<file path="src/rtl/zdf_pkg.sv">
// ----------------------------------------------------------------------------
// zdf_pkg
// Shared types, constants and helper functions for the four-pole ladder filter.
// ----------------------------------------------------------------------------
package zdf_pkg;

  // sample and coefficient formats
  localparam int SAMPLE_W  = 24;
  localparam int CUT_W     = 15;
  localparam int RES_W     = 16;
  localparam int K_W       = RES_W + 10;
  localparam int X_W       = SAMPLE_W + 1;
  localparam int FRAC      = 24;
  localparam int COEF_W    = FRAC + 1;
  localparam int TAB_W     = 31;

  // tan table
  localparam int TAN_DEPTH = 1024;
  localparam int IDX_W     = $clog2(TAN_DEPTH);
  localparam int ADDR_W    = IDX_W + 1;

  // input queue
  localparam int FIFO_DEPTH = 2;
  localparam int PTR_W      = $clog2(FIFO_DEPTH);
  localparam int CNT_W      = $clog2(FIFO_DEPTH + 1);

  // reciprocal unit: 2^48 / d with d >= 2^24 gives at most 25 quotient bits
  localparam int QUO_W   = COEF_W;
  localparam int STEP_W  = $clog2(QUO_W);
  localparam int DIV_W   = 32;

  localparam logic [63:0] PI_Q30 = 64'd3373259426;
  localparam logic [63:0] GMAX   = 64'd2147483647;
  localparam logic [2:0]  MODE_RESET = 3'd1;

  typedef enum logic [2:0] {
    MODE_LP2 = 3'd0,
    MODE_LP4 = 3'd1,
    MODE_BP2 = 3'd2,
    MODE_BP4 = 3'd3,
    MODE_HP2 = 3'd4,
    MODE_HP4 = 3'd5
  } mode_t;

  // classified item handed from front to back
  typedef struct packed {
    logic signed [X_W-1:0] x;
    logic [K_W-1:0]        k;
    logic [IDX_W-1:0]      idx;
    logic [CUT_W-1:0]      fr;
  } item_t;

  typedef struct packed {
    logic              start;
    logic [DIV_W-1:0]  divisor;
  } div_req_t;

  typedef struct packed {
    logic              done;
    logic [QUO_W-1:0]  quo;
  } div_rsp_t;

  typedef logic [TAB_W-1:0] tan_rom_t [0:TAN_DEPTH];

  // saturate to the 32-bit signed range
  function automatic logic signed [31:0] sat32(input logic signed [47:0] v);
    logic signed [31:0] r;
    if (v > 48'sd2147483647) begin
      r = 32'sh7FFF_FFFF;
    end else if (v < -48'sd2147483648) begin
      r = 32'sh8000_0000;
    end else begin
      r = v[31:0];
    end
    return r;
  endfunction

  // product back to q.24, round to nearest with ties up
  function automatic logic signed [39:0] qrnd(input logic signed [63:0] p);
    logic signed [63:0] t;
    t = p + 64'sd8388608;
    return t[63:24];
  endfunction

  // elaboration-time shift-subtract divide for the table build
  function automatic logic [63:0] udiv64(input logic [63:0] n, input logic [63:0] d);
    logic [64:0] rem;
    logic [63:0] q;
    rem = '0;
    q   = '0;
    for (int b = 63; b >= 0; b--) begin
      rem = {rem[63:0], n[b]};
      if (rem >= {1'b0, d}) begin
        rem  = rem - {1'b0, d};
        q[b] = 1'b1;
      end
    end
    return q;
  endfunction

  // tan(pi/2 * i/depth) in q.24 from q2.30 taylor series
  function automatic tan_rom_t build_tan();
    tan_rom_t           tab;
    logic [63:0]        x, x2, ts, tc, q;
    logic signed [63:0] s, c, t;
    for (int i = 0; i <= TAN_DEPTH; i++) begin
      x  = (PI_Q30 * 64'(i)) / (2 * TAN_DEPTH);
      x2 = (x * x) >> 30;
      ts = x;
      tc = 64'd1 << 30;
      s  = signed'(ts);
      c  = signed'(tc);
      for (int k = 1; k <= 7; k++) begin
        ts = (ts * x2) >> 30;
        tc = (tc * x2) >> 30;
        case (k)
          1: begin ts = ts / 6;   tc = tc / 2;   end
          2: begin ts = ts / 20;  tc = tc / 12;  end
          3: begin ts = ts / 42;  tc = tc / 30;  end
          4: begin ts = ts / 72;  tc = tc / 56;  end
          5: begin ts = ts / 110; tc = tc / 90;  end
          6: begin ts = ts / 156; tc = tc / 132; end
          default: begin ts = ts / 210; tc = tc / 182; end
        endcase
        if ((k % 2) == 1) begin
          s = s - signed'(ts);
          c = c - signed'(tc);
        end else begin
          s = s + signed'(ts);
          c = c + signed'(tc);
        end
      end
      if (s < 0) s = 0;
      if (c <= 0) begin
        t = signed'(GMAX);
      end else begin
        q = udiv64(unsigned'(s) << FRAC, unsigned'(c));
        t = (q > GMAX) ? signed'(GMAX) : signed'(q);
      end
      tab[i] = t[TAB_W-1:0];
    end
    return tab;
  endfunction

endpackage

</file>
<file path="src/rtl/zdf_front.sv">
// ----------------------------------------------------------------------------
// zdf_front
// Takes input transactions, converts them to internal formats and queues them.
// ----------------------------------------------------------------------------
module zdf_front (
  input  logic                                clk,
  input  logic                                rst_n,
  input  logic                                in_push,
  output logic                                in_full,
  input  logic signed [zdf_pkg::SAMPLE_W-1:0] in_sample_in,
  input  logic [zdf_pkg::CUT_W-1:0]           in_cutoff,
  input  logic [zdf_pkg::RES_W-1:0]           in_resonance,
  output logic                                item_valid,
  output zdf_pkg::item_t                      item,
  input  logic                                item_pop
);
  import zdf_pkg::*;

  item_t                 mem_r [FIFO_DEPTH];
  logic [PTR_W-1:0]      wr_ptr_r, rd_ptr_r;
  logic [CNT_W-1:0]      cnt_r;
  logic [CUT_W+IDX_W-1:0] pos;
  item_t                 cls;
  logic                  wr_en, rd_en;

  // classify: q.24 sample, feedback gain, table index and fraction
  always_comb begin
    pos     = {in_cutoff, {IDX_W{1'b0}}};
    cls.x   = {in_sample_in, 1'b0};
    cls.k   = {in_resonance, 10'b0};
    cls.idx = pos[CUT_W+IDX_W-1:CUT_W];
    cls.fr  = pos[CUT_W-1:0];
  end

  assign in_full    = (cnt_r == CNT_W'(FIFO_DEPTH));
  assign wr_en      = in_push && !in_full;
  assign rd_en      = item_pop && item_valid;
  assign item_valid = (cnt_r != '0);
  assign item       = mem_r[rd_ptr_r];

  // queue storage
  always_ff @(posedge clk) begin
    if (wr_en) begin
      mem_r[wr_ptr_r] <= cls;
    end
  end

  // queue pointers
  always_ff @(posedge clk) begin
    if (!rst_n) begin
      wr_ptr_r <= '0;
      rd_ptr_r <= '0;
      cnt_r    <= '0;
    end else begin
      if (wr_en) wr_ptr_r <= wr_ptr_r + 1'b1;
      if (rd_en) rd_ptr_r <= rd_ptr_r + 1'b1;
      if (wr_en && !rd_en) begin
        cnt_r <= cnt_r + 1'b1;
      end else if (rd_en && !wr_en) begin
        cnt_r <= cnt_r - 1'b1;
      end
    end
  end

endmodule

</file>
<file path="config.mk">
export PLATFORM = sky130hd
export DESIGN_NAME = zdf_front
export DESIGN_NICKNAME = d
export VERILOG_FILES = /design/src/rtl/zdf_pkg.sv /design/src/rtl/zdf_front.sv
export SDC_FILE = /design/constraint.sdc
export NUM_CORES = 1
export LEC_CHECK = 0
export BUFFER_PORTS_ARGS = -buffer_cell sky130_fd_sc_hd__buf_4
export CAP_MARGIN = 20
export CORE_ASPECT_RATIO = 1.5
export CORE_MARGIN = 4
export CORE_UTILIZATION = 46
export DETAILED_ROUTE_END_ITERATION = 10
export PLACE_DENSITY_LB_ADDON = 0.25
export SYNTH_ARGS = -nofsm -noshare
export SYNTH_HDL_FRONTEND = slang
export SYNTH_SLANG_ARGS = --single-unit
</file>
<file path="constraint.sdc">
create_clock -name clk -period 3.7 [get_ports clk]
set_clock_uncertainty 0.2 [all_clocks]
set_input_delay 0.74 -clock clk [delete_from_list [all_inputs] [get_ports clk]]
set_output_delay 0.74 -clock clk [all_outputs]
set_load 0.02 [all_outputs]
</file>
==> flow_metrics.tcl <==
set metrics [dict create \
    hold_ws_ns 0.324 \
    combPwrFrac_pct 27.7 \
    syn-cell-area_um2 4380 \
    track_usage_pct 14.4 \
    design.core.area_um2 9250 \
    multi_input_area_um2 835 \
    leakage_nw 2.23 \
    die_x_um 87.7 \
    power_mw 4.29 \
    final_nets 409 \
    slew_viol_final 0 \
    cts_sinks 115 \
    r2r-end "mem_r[0][14]" \
    fin_ws_ns 0.836 \
    cts-root-buf "clkbuf_16" \
    slew-limit-headroom_pct 60.8 \
    antenna_found_initial 0 \
    dpl_cell_area_um2 5310 \
    yosys_warnings 0 \
    final.setup.tns_ns 0 \
    path_clk_slew_ns 0.05 \
    crit_path_end "item[35]" \
    status "finished, final reports clean" \
    cts_tree "done" \
    cts_buffers 17 \
    drc_errors 0 \
    rr_worst_depth 4 \
    cp_cell_sequence "buf_12, mux2_2, buf_4" \
    switching_share_pct 27.7 \
    min_path_type "reg -> reg" \
    syn2layout_area_growth_pct 32.8 \
    slowest_stage "dfxtp_2" \
    holdBufCountCts 0 \
    die-area_um2 11200 \
    ios 137 \
    vias 2210 \
    overflow 0 \
    syn_avg_cell_area_um2 20.1 \
    p_per_area_nw_per_um2 738 \
    rsz0062_at_grt "no" \
    worst-path-buf-inv 2 \
    crit_fanout 33 \
    diodes 0 \
    setup_viol 0 \
    drive_gt1_share_pct 55.2 \
    viasPerCell 4.66 \
    wl_mm 7.70 \
    cp.required_ns 2.76 \
    power.internal_mw 3.10 \
    min_period_ns 2.86 \
    pwr-share-seq_pct 40.1 \
    crit_cells 3 \
    ys_types 24 \
    final_common_cell "buf_4" \
    antenna_left 0 \
    first_global_vias 2332 \
    final_area_um2 5820 \
    gp_congestion 0.700 \
    worstPathArrival_ns 1.92 \
    peakVddDrop_mv 0.478 \
    rows 43 \
    rrSetupSlack_ns 1.56 \
    cts_htree_levels 4 \
    cts_buffer_depth 2 \
    dpl.hpwl_mm 5.19 \
    period_share_pct 77.4 \
    fp.dieH_um 128 \
    port-buffer-count 115 \
    cp_top_family "flip-flops" \
    ff_latch_area_um2 3400 \
    max_stage_delay_ns 0.68 \
    worstMarginPinSlew_ns 0.586 \
    fillers 715 \
    synth_seq_area_share_pct 77.7 \
    postSynthCellCount 218 \
    postCtsSetupRepairBufs 0 \
    grt_max_degree 56 \
    final_cell_mix "117 x buf_4, 110 x edfxtp_1, 55 x mux2_2, 21 x conb_1, 17 x clkbuf_16" \
    p_sw_mw 1.19 \
    worst_setup_path_start_kind "flop" \
    place_ws_ns 1.21 \
    final_hold_viol_count 0 \
    dpl.cell_count 442 \
    reg2reg_from "cnt_r[0]" \
    cts_resized 0 \
    ys_seq_elements 115 \
    grt_pass1_wl_mm 11.5 \
    cap_violations 0 \
    crit_path_end_kind "output pin" \
    final_util_pct 62.9 \
    power.share.clock_pct 32.3 \
    stdcell_count 474 \
    timing_worst_setup_path_type "reg -> out" \
    dr.pass1.iters 4 \
    wl_per_cell_um 16.2 \
    drtIter0Drc 87 \
    start_util_pct 47.3 \
    fmax_mhz 349 \
    clk_latency_ns 0.40 \
]
-- metal layers --
metal	share of wire [%]	vias up	global-route usage (%)
li1	-	1054	-
met1	34	1064	14.7
met2	56	78	25.0
met3	8.2	14	6.13
met4	1.8	0	6.78
met5	0	-	0
-- cells in the mapped netlist, drive strengths merged --
cell,n,area share [%]
or3,1,0.14
xnor2,2,0.40
a21boi,2,0.34
mux2,55,14
and3,1,0.14
dfxtp,5,2.3
xor2,1,0.20
and2,3,0.43
ha,1,0.29
edfxtp,110,75
o21ai,2,0.23
conb,1,0.086
buf,27,5.0
or2,1,0.14
inv,2,0.17
o21a,1,0.17
nand2b,1,0.14
nor2,1,0.086
nor3,1,0.23
-- how the worst min path moves through the flow --
stage | startpoint | slack [ns] | endpoint | cells after the start
after detailed placement | cnt_r[1] | 0.31 | cnt_r[1] | 2
after global routing | in_cutoff[6] | 0.31 | mem_r[0][6] | 1
final | cnt_r[1] | 0.32 | cnt_r[1] | 2
after CTS | in_cutoff[6] | 0.31 | mem_r[0][6] | 1
after global placement | cnt_r[1] | 0.30 | cnt_r[1] | 2
after floorplan | cnt_r[1] | 0.28 | cnt_r[1] | 2
-- tightest hold or removal path: cells and delay by family (launching register included) --
family | cells | cell delay, ns
DFF | 1 | 0.33
AOI/OAI and AO/OA | 2 | 0.14
-- cell families (layout without fill, tap and decap cells) --
logic type | Yosys count | in the layout | share of synthesized area, %
flip-flops | 115 | 115 | 77.7
other | 1 | 21 | 0.0856
adder cells (fa/ha/maj) | 1 | 1 | 0.286
buffers and inverters | 29 | 153 | 5.17
AO/OA/AOI/OAI | 5 | 5 | 0.742
multiplexers | 55 | 55 | 14.1
XOR/XNOR | 3 | 3 | 0.600
AND/OR/NAND/NOR | 9 | 9 | 1.31
-- final cells by class --
class	instances	area share, %
timing repair buffer	119	15.8
inverter	2	0.129
tap	112	2.41
clock inverter	9	1.10
sequential	115	58.5
clock buffer	23	7.70
multi-input combinational	94	14.3
-- flip-flops by register name, indices dropped and copies added (netlist names), named ones only --
signal,flops
cnt_r,2
mem_r,110
rd_ptr_r,1
wr_ptr_r,1
-- power groups by stage --
| stage | combinational [mW] | sequential (mW) | clock [mW] |
|---|---|---|---|
| detailed placement | 1.21 | 1.75 | 0 |
| CTS | 1.22 | 1.72 | 1.41 |
| global placement | 1.20 | 1.74 | 0 |
| global route | 1.27 | 1.74 | 1.48 |
| floorplan | 0.803 | 1.71 | 0 |
| finish | 1.19 | 1.72 | 1.38 |
Note: power is estimated with default switching activity, not from simulation.
