$ cat src/rtl/zdf_pkg.sv
// ----------------------------------------------------------------------------
// zdf_pkg
// Shared types, constants and helper functions for the four-pole ladder filter.
// ----------------------------------------------------------------------------
package zdf_pkg;

  // sample and coefficient formats
  localparam int SAMPLE_W  = 24;
  localparam int CUT_W     = 15;
  localparam int RES_W     = 16;
  localparam int K_W       = RES_W + 10;
  localparam int X_W       = SAMPLE_W + 1;
  localparam int FRAC      = 24;
  localparam int COEF_W    = FRAC + 1;
  localparam int TAB_W     = 31;

  // tan table
  localparam int TAN_DEPTH = 1024;
  localparam int IDX_W     = $clog2(TAN_DEPTH);
  localparam int ADDR_W    = IDX_W + 1;

  // input queue
  localparam int FIFO_DEPTH = 2;
  localparam int PTR_W      = $clog2(FIFO_DEPTH);
  localparam int CNT_W      = $clog2(FIFO_DEPTH + 1);

  // reciprocal unit: 2^48 / d with d >= 2^24 gives at most 25 quotient bits
  localparam int QUO_W   = COEF_W;
  localparam int STEP_W  = $clog2(QUO_W);
  localparam int DIV_W   = 32;

  localparam logic [63:0] PI_Q30 = 64'd3373259426;
  localparam logic [63:0] GMAX   = 64'd2147483647;
  localparam logic [2:0]  MODE_RESET = 3'd1;

  typedef enum logic [2:0] {
    MODE_LP2 = 3'd0,
    MODE_LP4 = 3'd1,
    MODE_BP2 = 3'd2,
    MODE_BP4 = 3'd3,
    MODE_HP2 = 3'd4,
    MODE_HP4 = 3'd5
  } mode_t;

  // classified item handed from front to back
  typedef struct packed {
    logic signed [X_W-1:0] x;
    logic [K_W-1:0]        k;
    logic [IDX_W-1:0]      idx;
    logic [CUT_W-1:0]      fr;
  } item_t;

  typedef struct packed {
    logic              start;
    logic [DIV_W-1:0]  divisor;
  } div_req_t;

  typedef struct packed {
    logic              done;
    logic [QUO_W-1:0]  quo;
  } div_rsp_t;

  typedef logic [TAB_W-1:0] tan_rom_t [0:TAN_DEPTH];

  // saturate to the 32-bit signed range
  function automatic logic signed [31:0] sat32(input logic signed [47:0] v);
    logic signed [31:0] r;
    if (v > 48'sd2147483647) begin
      r = 32'sh7FFF_FFFF;
    end else if (v < -48'sd2147483648) begin
      r = 32'sh8000_0000;
    end else begin
      r = v[31:0];
    end
    return r;
  endfunction

  // product back to q.24, round to nearest with ties up
  function automatic logic signed [39:0] qrnd(input logic signed [63:0] p);
    logic signed [63:0] t;
    t = p + 64'sd8388608;
    return t[63:24];
  endfunction

  // elaboration-time shift-subtract divide for the table build
  function automatic logic [63:0] udiv64(input logic [63:0] n, input logic [63:0] d);
    logic [64:0] rem;
    logic [63:0] q;
    rem = '0;
    q   = '0;
    for (int b = 63; b >= 0; b--) begin
      rem = {rem[63:0], n[b]};
      if (rem >= {1'b0, d}) begin
        rem  = rem - {1'b0, d};
        q[b] = 1'b1;
      end
    end
    return q;
  endfunction

  // tan(pi/2 * i/depth) in q.24 from q2.30 taylor series
  function automatic tan_rom_t build_tan();
    tan_rom_t           tab;
    logic [63:0]        x, x2, ts, tc, q;
    logic signed [63:0] s, c, t;
    for (int i = 0; i <= TAN_DEPTH; i++) begin
      x  = (PI_Q30 * 64'(i)) / (2 * TAN_DEPTH);
      x2 = (x * x) >> 30;
      ts = x;
      tc = 64'd1 << 30;
      s  = signed'(ts);
      c  = signed'(tc);
      for (int k = 1; k <= 7; k++) begin
        ts = (ts * x2) >> 30;
        tc = (tc * x2) >> 30;
        case (k)
          1: begin ts = ts / 6;   tc = tc / 2;   end
          2: begin ts = ts / 20;  tc = tc / 12;  end
          3: begin ts = ts / 42;  tc = tc / 30;  end
          4: begin ts = ts / 72;  tc = tc / 56;  end
          5: begin ts = ts / 110; tc = tc / 90;  end
          6: begin ts = ts / 156; tc = tc / 132; end
          default: begin ts = ts / 210; tc = tc / 182; end
        endcase
        if ((k % 2) == 1) begin
          s = s - signed'(ts);
          c = c - signed'(tc);
        end else begin
          s = s + signed'(ts);
          c = c + signed'(tc);
        end
      end
      if (s < 0) s = 0;
      if (c <= 0) begin
        t = signed'(GMAX);
      end else begin
        q = udiv64(unsigned'(s) << FRAC, unsigned'(c));
        t = (q > GMAX) ? signed'(GMAX) : signed'(q);
      end
      tab[i] = t[TAB_W-1:0];
    end
    return tab;
  endfunction

endpackage

$ cat src/rtl/zdf_div.sv
// ----------------------------------------------------------------------------
// zdf_div
// Reciprocal unit: 2^48 / divisor, one quotient bit per cycle.
// ----------------------------------------------------------------------------
module zdf_div (
  input  logic               clk,
  input  logic               rst_n,
  input  zdf_pkg::div_req_t  req,
  output zdf_pkg::div_rsp_t  rsp
);
  import zdf_pkg::*;

  logic               busy_r, done_r;
  logic [STEP_W-1:0]  cnt_r;
  logic [DIV_W-1:0]   rem_r, d_r;
  logic [QUO_W-1:0]   q_r;
  logic [DIV_W:0]     trial;
  logic               ge;

  // one restoring step
  assign trial = {rem_r, 1'b0};
  assign ge    = (trial >= {1'b0, d_r});

  always_ff @(posedge clk) begin
    if (!rst_n) begin
      busy_r <= 1'b0;
      done_r <= 1'b0;
      cnt_r  <= '0;
    end else begin
      done_r <= 1'b0;
      if (req.start) begin
        busy_r <= 1'b1;
        cnt_r  <= STEP_W'(QUO_W - 1);
      end else if (busy_r) begin
        cnt_r <= cnt_r - 1'b1;
        if (cnt_r == '0) begin
          busy_r <= 1'b0;
          done_r <= 1'b1;
        end
      end
    end
  end

  // datapath: remainder starts at 2^23, all numerator bits below are zero
  always_ff @(posedge clk) begin
    if (req.start) begin
      rem_r <= DIV_W'(1) << (FRAC - 1);
      d_r   <= req.divisor;
      q_r   <= '0;
    end else if (busy_r) begin
      rem_r <= ge ? DIV_W'(trial - {1'b0, d_r}) : trial[DIV_W-1:0];
      q_r   <= {q_r[QUO_W-2:0], ge};
    end
  end

  assign rsp.done = done_r;
  assign rsp.quo  = q_r;

endmodule

$ cat config.mk
export PLATFORM = sky130hd
export DESIGN_NAME = zdf_div
export DESIGN_NICKNAME = d
export VERILOG_FILES = /design/src/rtl/zdf_pkg.sv /design/src/rtl/zdf_div.sv
export SDC_FILE = /design/constraint.sdc
export NUM_CORES = 1
export LEC_CHECK = 0
export ABC_AREA = 1
export BUFFER_PORTS_ARGS = -buffer_cell sky130_fd_sc_hd__buf_2
export CAP_MARGIN = 20
export CORE_UTILIZATION = 39
export DETAILED_ROUTE_END_ITERATION = 10
export MAX_ROUTING_LAYER = met4
export SLEW_MARGIN = 30
export SYNTH_ARGS = -nofsm -noshare
export SYNTH_HDL_FRONTEND = slang
export SYNTH_SLANG_ARGS = --single-unit
$ cat constraint.sdc
create_clock -name clk -period 4.1 [get_ports clk]
set_clock_uncertainty 0.15 [all_clocks]
set_input_delay 0.615 -clock clk [delete_from_list [all_inputs] [get_ports clk]]
set_output_delay 0.615 -clock clk [all_outputs]
set_load 0.01 [all_outputs]
==> metrics.txt, run 1 <==
num ports 61; Peak Freq 380 MHz; proportion of synthesized flip-flops having asynchronous set or reset 0%; status finished, final reports clean; root cell of the clock tree clkbuf_16; post-layout minimum cycle time 2630 ps; number of standard cells in the layout, taps in and fillers out 1,202; standard cell core area 0.0166 mm^2; setup repair after global routing missed its margin no; Cell Pwr Density 319 mW/mm^2; buffering stage count on the worst path with inverters included 1; number of CTS-inserted buffers 9; final estimated routing congestion in global placement 0.922; Synth area leaders dfxtp_1, nand2_1, edfxtp_1; number of nets in the layout 1,047; placed cell count 1,186; number of enable flip-flop cells after synthesis 32; worst-case clock buffer depth 2; Chip Width 132 um; post-synthesis net count 1,001; post-DR vias/cell 4.72; sequence of cells on the critical path inv_1 -> ha_1 -> nand2_1 -> nor2_2 -> nand2_1 -> nor2_2 -> a21oi_4 -> nand2_8 -> or2_0 -> nand3_1 -> nand2_1; CP delay by family, top simple AND/OR/NAND/NOR gates; Distinct cells, synth 42; die extent in y 132 um; cell type with the largest total area after synthesis dfxtp_1; leakage dissipation 3.75 nW; setup-violating endpoint count in the final report 0; Worst R2R Start d_r[18]$_DFFE_PP_; remaining routing DRC violations 0; max-capacitance violation count 0; final hold viol count 0; routed wire length 15.4 mm; share of Yosys cell area claimed by the top area cell type 19.4%; critical path start-end classification reg2reg; flop2flop setup slack 1470 ps; count of TritonRoute iterations in the first routing pass 5; met1 routing resource usage after global routing 24.6%; source of the critical timing path d_r[18]$_DFFE_PP_; Worst-Margin Slew 928 ps; CP Data Required Time 4200 ps; sink count of the clock tree 96; Die Area 0.0175 mm^2; type of the most critical hold path in2reg; max_slew headroom 38.1%; share of synthesized area occupied by flip-flops and latches 33.9%; filler instances 1,771; global-route wire length before repair 26.1 mm; met2 Track Usage GR 30.5%; pin count of the biggest net entering global routing 66; count of cells resized by post-cts repair 0; antenna-violating nets left 0; number of antenna violations at the first check in global routing 0; vias in the first global route 5,408; start point of the worst min-delay path req[2]; area added between synthesis and finish 10.9%; total grt overflow 0; post-synthesis sequential element count 96; setup TNS after final layout 0 ps; cell with the most instances after synthesis nand2_1; crit-path max cell delay 510 ps; worst endpoint data arrival time 2730 ps; maximum fanout along the worst path 34; Top FF cell, synth dfxtp_1; total track usage 19.1%; Post-CTS Hold Fix Bufs 0; total number of placement rows 47; Peak supply drop 0.244 mV; Overall Power 0.00234 W; average size of a mapped cell 7.10 um^2; Post-Syn Area 0.00661 mm^2; Detail Placement HPWL 11.3 mm; CP startpoint kind flip-flop; share of layout cells above drive strength 1 18.9%; critical-path cell with the highest stage delay a21oi_4; worst setup slack after placement 1470 ps; wire length per cell 12.8 um; number of buffers added on ports 60; antenna fix cells 0; share of the cycle needed by the critical path after routing 64.2%; crit-path most repeated cell nand2_1; layer with the highest usage met2; share of the core filled with cells in the final layout 44.2%; Synth top cells by count nand2_1, inv_1, nor2_1; pins over their slew limit 0; Post-CTS Setup Inserts 0; Initial Utilization 39.9%; deepest level of the CTS H-tree 3; Clock transition at path regs 70 ps; DRC violation total after the first TritonRoute iteration 314; cell count after synthesis 931; met3 global-route usage 2.96%; clock tree from TritonCTS built; category of the worst setup path capture point flip-flop; worst setup margin 1470 ps; DR vias 5,668; source-to-sink clock delay at the later pin of the worst-skew pair 360 ps; count of synthesis-stage warnings from yosys 0
[worst reg2reg max path: stages, from the launching register on]
cell,delay (ps)
edfxtp_1,330
inv_1,40
ha_1,370
nand2_1,180
nor2_2,70
nand2_1,90
nor2_2,70
a21oi_4,510
nand2_8,290
or2_0,290
nand3_1,80
nand2_1,50
[state kept, by name, indices dropped and copies added, names as in the netlist]
register / count
busy_r: 1
cnt_r: 5
d_r: 32
done_r: 1
q_r: 25
rem_r: 32
[power by group]
part / total (W) / leakage [nW] / internal (W) / switching [W]
sequential: 0.00107 / 0.835 / 0.00104 / 0.0000315
combinational: 0.000418 / 2.76 / 0.000145 / 0.000273
clock: 0.000847 / 0.147 / 0.000442 / 0.000405
[stage by stage]
stage                     cell area [um^2]  hold slack (ps)
after CTS                             7330              266
after floorplan                       6610              291
after detailed placement              7040              320
final                                 7330              279
after global routing                  7330              261
after global placement                7040              301
[cell type report]
class	count	area [um^2]	share of cell area, %
inverters	149	562	7.66
clock inverters	6	52.6	0.717
multi-input cells	658	3640	49.6
well taps	220	275	3.75
flip-flops and latches	96	2240	30.6
clock buffers	10	239	3.26
repair buffers	63	325	4.44
[path summary, 6_finish.rpt]
kind                            depth (start not counted)                     end
worst max-delay path                                   11  rem_r[23]$_SDFFE_PP1P_
worst min-delay path                                    1        d_r[2]$_DFFE_PP_
worst max register to register                         11  rem_r[23]$_SDFFE_PP1P_
worst min register to register                          2   cnt_r[3]$_SDFFE_PN0P_
[layer usage]
metal / up-vias / routed length (um) / part of all wire, %
li1: 3007 / - / -
met1: 2546 / 7580 / 49
met2: 96 / 7060 / 46
met3: 19 / 475 / 3.1
met4: 0 / 261 / 1.7
met5: - / 0 / 0
[logic make-up after synthesis]
group	Yosys count	share of synthesized area, %
AND/OR/NAND/NOR	513	37.1
flip-flops	96	33.9
buffers and inverters	177	11.1
XOR/XNOR	15	1.99
adder cells (fa/ha/maj)	35	6.74
AO/OA/AOI/OAI	95	9.14
[layout by cell type, fill, tap and decap left out, types with 18 or more instances in the layout]
cell and instances:
nand2_2 26, nand2_1 284, a21oi_1 32, ha_1 34, nor2_1 77, dfxtp_1 63
inv_1 141, nand3_2 18, nand3_1 41, o21ai_0 26, edfxtp_1 32, nand3b_1 20
a21oi_2 26, buf_2 59
Note: power is estimated with default switching activity, not from simulation.
==> inputs of run 2 (changes only) <==
clock period = 2.45 ns   (was 4.1 ns; I/O delays follow)
==> metrics.txt, run 2 (synthesized netlist as in run 1, its figures left out) <==
status finished, final reports clean (unchanged); pins over their slew limit 0 (unchanged); endpoint of the worst register-to-register path rem_r[2]$_SDFFE_PP0P_ (was rem_r[23]$_SDFFE_PP1P_); Initial Utilization 39.9% (unchanged); Non-Filler Cell Area, Final 0.00794 mm^2 (was 0.00733 mm^2); Detail Placement HPWL 12.0 mm (was 11.3 mm); area added between synthesis and finish 20.0% (was 10.9%); CP startpoint kind flip-flop (unchanged); DRC violation total after the first TritonRoute iteration 342 (was 314); routed wire length 16.2 mm (was 15.4 mm); flop2flop setup slack 100 ps (was 1470 ps); setup-violating endpoint count in the final report 0 (unchanged); registers with the most flip-flops d_r x32, rem_r x32, q_r x25 (unchanged); total grt overflow 0 (unchanged); setup repair after global routing missed its margin yes (was no); worst-case clock buffer depth 2 (unchanged); post-layout minimum cycle time 2350 ps (was 2630 ps); start point of the worst min-delay path req[10] (was req[2]); max-capacitance violation count 0 (unchanged); Peak supply drop 0.430 mV (was 0.244 mV); final estimated routing congestion in global placement 0.962 (was 0.922); global-route wire length before repair 26.2 mm (was 26.1 mm); antenna-violating nets left 0 (unchanged); worst setup slack after placement 78.4 ps (was 1470 ps); worst setup margin 101 ps (was 1470 ps); setup TNS after final layout 0 ps (unchanged); category of the worst setup path capture point flip-flop (unchanged); DR vias 5,874 (was 5,668); max_slew headroom 61.8% (was 38.1%); wire length per cell 13.1 um (was 12.8 um); num ports 61 (unchanged); share of layout cells above drive strength 1 24.4% (was 18.9%); Clock transition at path regs 70 ps (about the same); deepest level of the CTS H-tree 3 (unchanged); source-to-sink clock delay at the later pin of the worst-skew pair 360 ps (about the same); total number of placement rows 47 (unchanged); remaining routing DRC violations 0 (unchanged); vias in the first global route 5,425 (was 5,408); sink count of the clock tree 96 (unchanged); number of standard cells in the layout, taps in and fillers out 1,238 (was 1,202); Die Area 0.0175 mm^2 (unchanged); maximum fanout along the worst path 10 (was 34); antenna fix cells 0 (unchanged); hold path cells 1 (unchanged); Chip Width 132 um (unchanged); root cell of the clock tree clkbuf_16 (unchanged); Peak Freq 426 MHz (was 380 MHz); Fin Hold WS 30.4 ps (was 279 ps); total track usage 19.1% (about the same); placed cell count 1,204 (was 1,186); pin count of the biggest net entering global routing 40 (was 66); worst endpoint data arrival time 2490 ps (was 2730 ps); Worst R2R Path Depth 13 (was 11); final hold viol count 0 (unchanged); leakage dissipation 4.01 nW (was 3.75 nW); leading cell type in the layout, fill and taps excluded nand2_1 (unchanged); Cell Pwr Density 506 mW/mm^2 (was 319 mW/mm^2); number of buffers added on ports 60 (unchanged); number of nets in the layout 1,083 (was 1,047); count of TritonRoute iterations in the first routing pass 5 (unchanged); instance area after placement 0.00719 mm^2 (was 0.00704 mm^2); clock tree from TritonCTS built (unchanged); Post-CTS Hold Fix Bufs 0 (unchanged); die extent in y 132 um (unchanged); endpoint of the worst hold path d_r[10]$_DFFE_PP_ (was d_r[2]$_DFFE_PP_); source of the critical timing path rem_r[11]$_SDFFE_PP0P_ (was d_r[18]$_DFFE_PP_); highest-count cells in the layout ignoring fill and taps nand2_1, inv_1, nor2_1 (unchanged); number of CTS-inserted buffers 9 (unchanged); standard cell core area 0.0166 mm^2 (unchanged); post-DR vias/cell 4.74 (was 4.72); share of the cycle needed by the critical path after routing 95.9% (was 64.2%); Worst R2R Start rem_r[11]$_SDFFE_PP0P_ (was d_r[18]$_DFFE_PP_); number of antenna violations at the first check in global routing 0 (unchanged); critical path start-end classification reg2reg (unchanged); CP Data Required Time 2590 ps (was 4200 ps); type of the most critical hold path in2reg (unchanged); Worst-Margin Slew 572 ps (was 928 ps)
-- run 2: cell types whose count changed in the layout (fill, tap and decap cells not counted), sizes merged --
cell / previous run / this run
inv: 155 / 153
buf: 63 / 96
nand2: 313 / 315
clkinv: 0 / 3
-- run 2: what timing repair did --
action                                  CTS  global route
hold endpoints to repair                  0             0
setup buffers                             0            15
endpoints found under the setup margin    0            30
gates resized for setup                   0            44
-- run 2: layer usage --
| metal | vias to the layer above | share of wire (%) | track usage, % |
|---|---|---|---|
| met1 | 2679 | 48 | 24.6 |
| met2 | 81 | 47 | 30.6 |
| met4 | 0 | 2.1 | 5.81 |
| li1 | 3088 | - | - |
| met3 | 26 | 3.0 | 3.19 |
| met5 | - | 0 | - |
-- run 2: power breakdown --
part / internal [W] / switching, W
registers: 0.00174 / 0.0000565
logic: 0.000296 / 0.000479
clock network: 0.000730 / 0.000709
-- run 2: worst max-delay path, stage by stage, from the launching register on --
cell and delay [ps]:
dfxtp_1 340, ha_1 380, nand2_2 110, nor2_2 180
nand2_1 90, nor2_1 170, nand2_4 80, nand3_4 90
nand2_8 90, buf_12 160, buf_12 130, nand3b_1 90
nand3_2 90, a21oi_2 120
-- run 2: how the worst max path moves through the flow --
| stage | cells after the start | endpoint | slack [ps] |
|---|---|---|---|
| 5_1_grt | 14 | rem_r[2]$_SDFFE_PP0P_ | -20 |
| 4_1_cts | 16 | rem_r[27]$_SDFFE_PP0P_ | 60 |
| 2_1_floorplan | 11 | rem_r[14]$_SDFFE_PP0P_ | 400 |
| 3_5_place_dp | 15 | rem_r[28]$_SDFFE_PP0P_ | 80 |
| 3_3_place_gp | 10 | rem_r[28]$_SDFFE_PP0P_ | 110 |
| 6_report | 13 | rem_r[2]$_SDFFE_PP0P_ | 100 |
-- run 2: final cells by class --
| class | instances | area [um^2] |
|---|---|---|
| Tap cell | 220 | 275 |
| Inverter | 149 | 559 |
| Clock inverter | 7 | 81.3 |
| Sequential cell | 96 | 2240 |
| Multi-Input combinational cell | 660 | 3830 |
| Clock buffer | 9 | 225 |
| Timing Repair Buffer | 97 | 718 |
| Fill cell | 1714 | 8650 |
-- run 2: stage by stage --
| stage | power (W) | utilization [%] |
|---|---|---|
| floorplan | 0.00234 | - |
| global placement | 0.00255 | 43.3 |
| detailed placement | 0.00255 | 43.3 |
| CTS | 0.00401 | 45.2 |
| global route | 0.00423 | 47.9 |
| finish | 0.00401 | 47.9 |
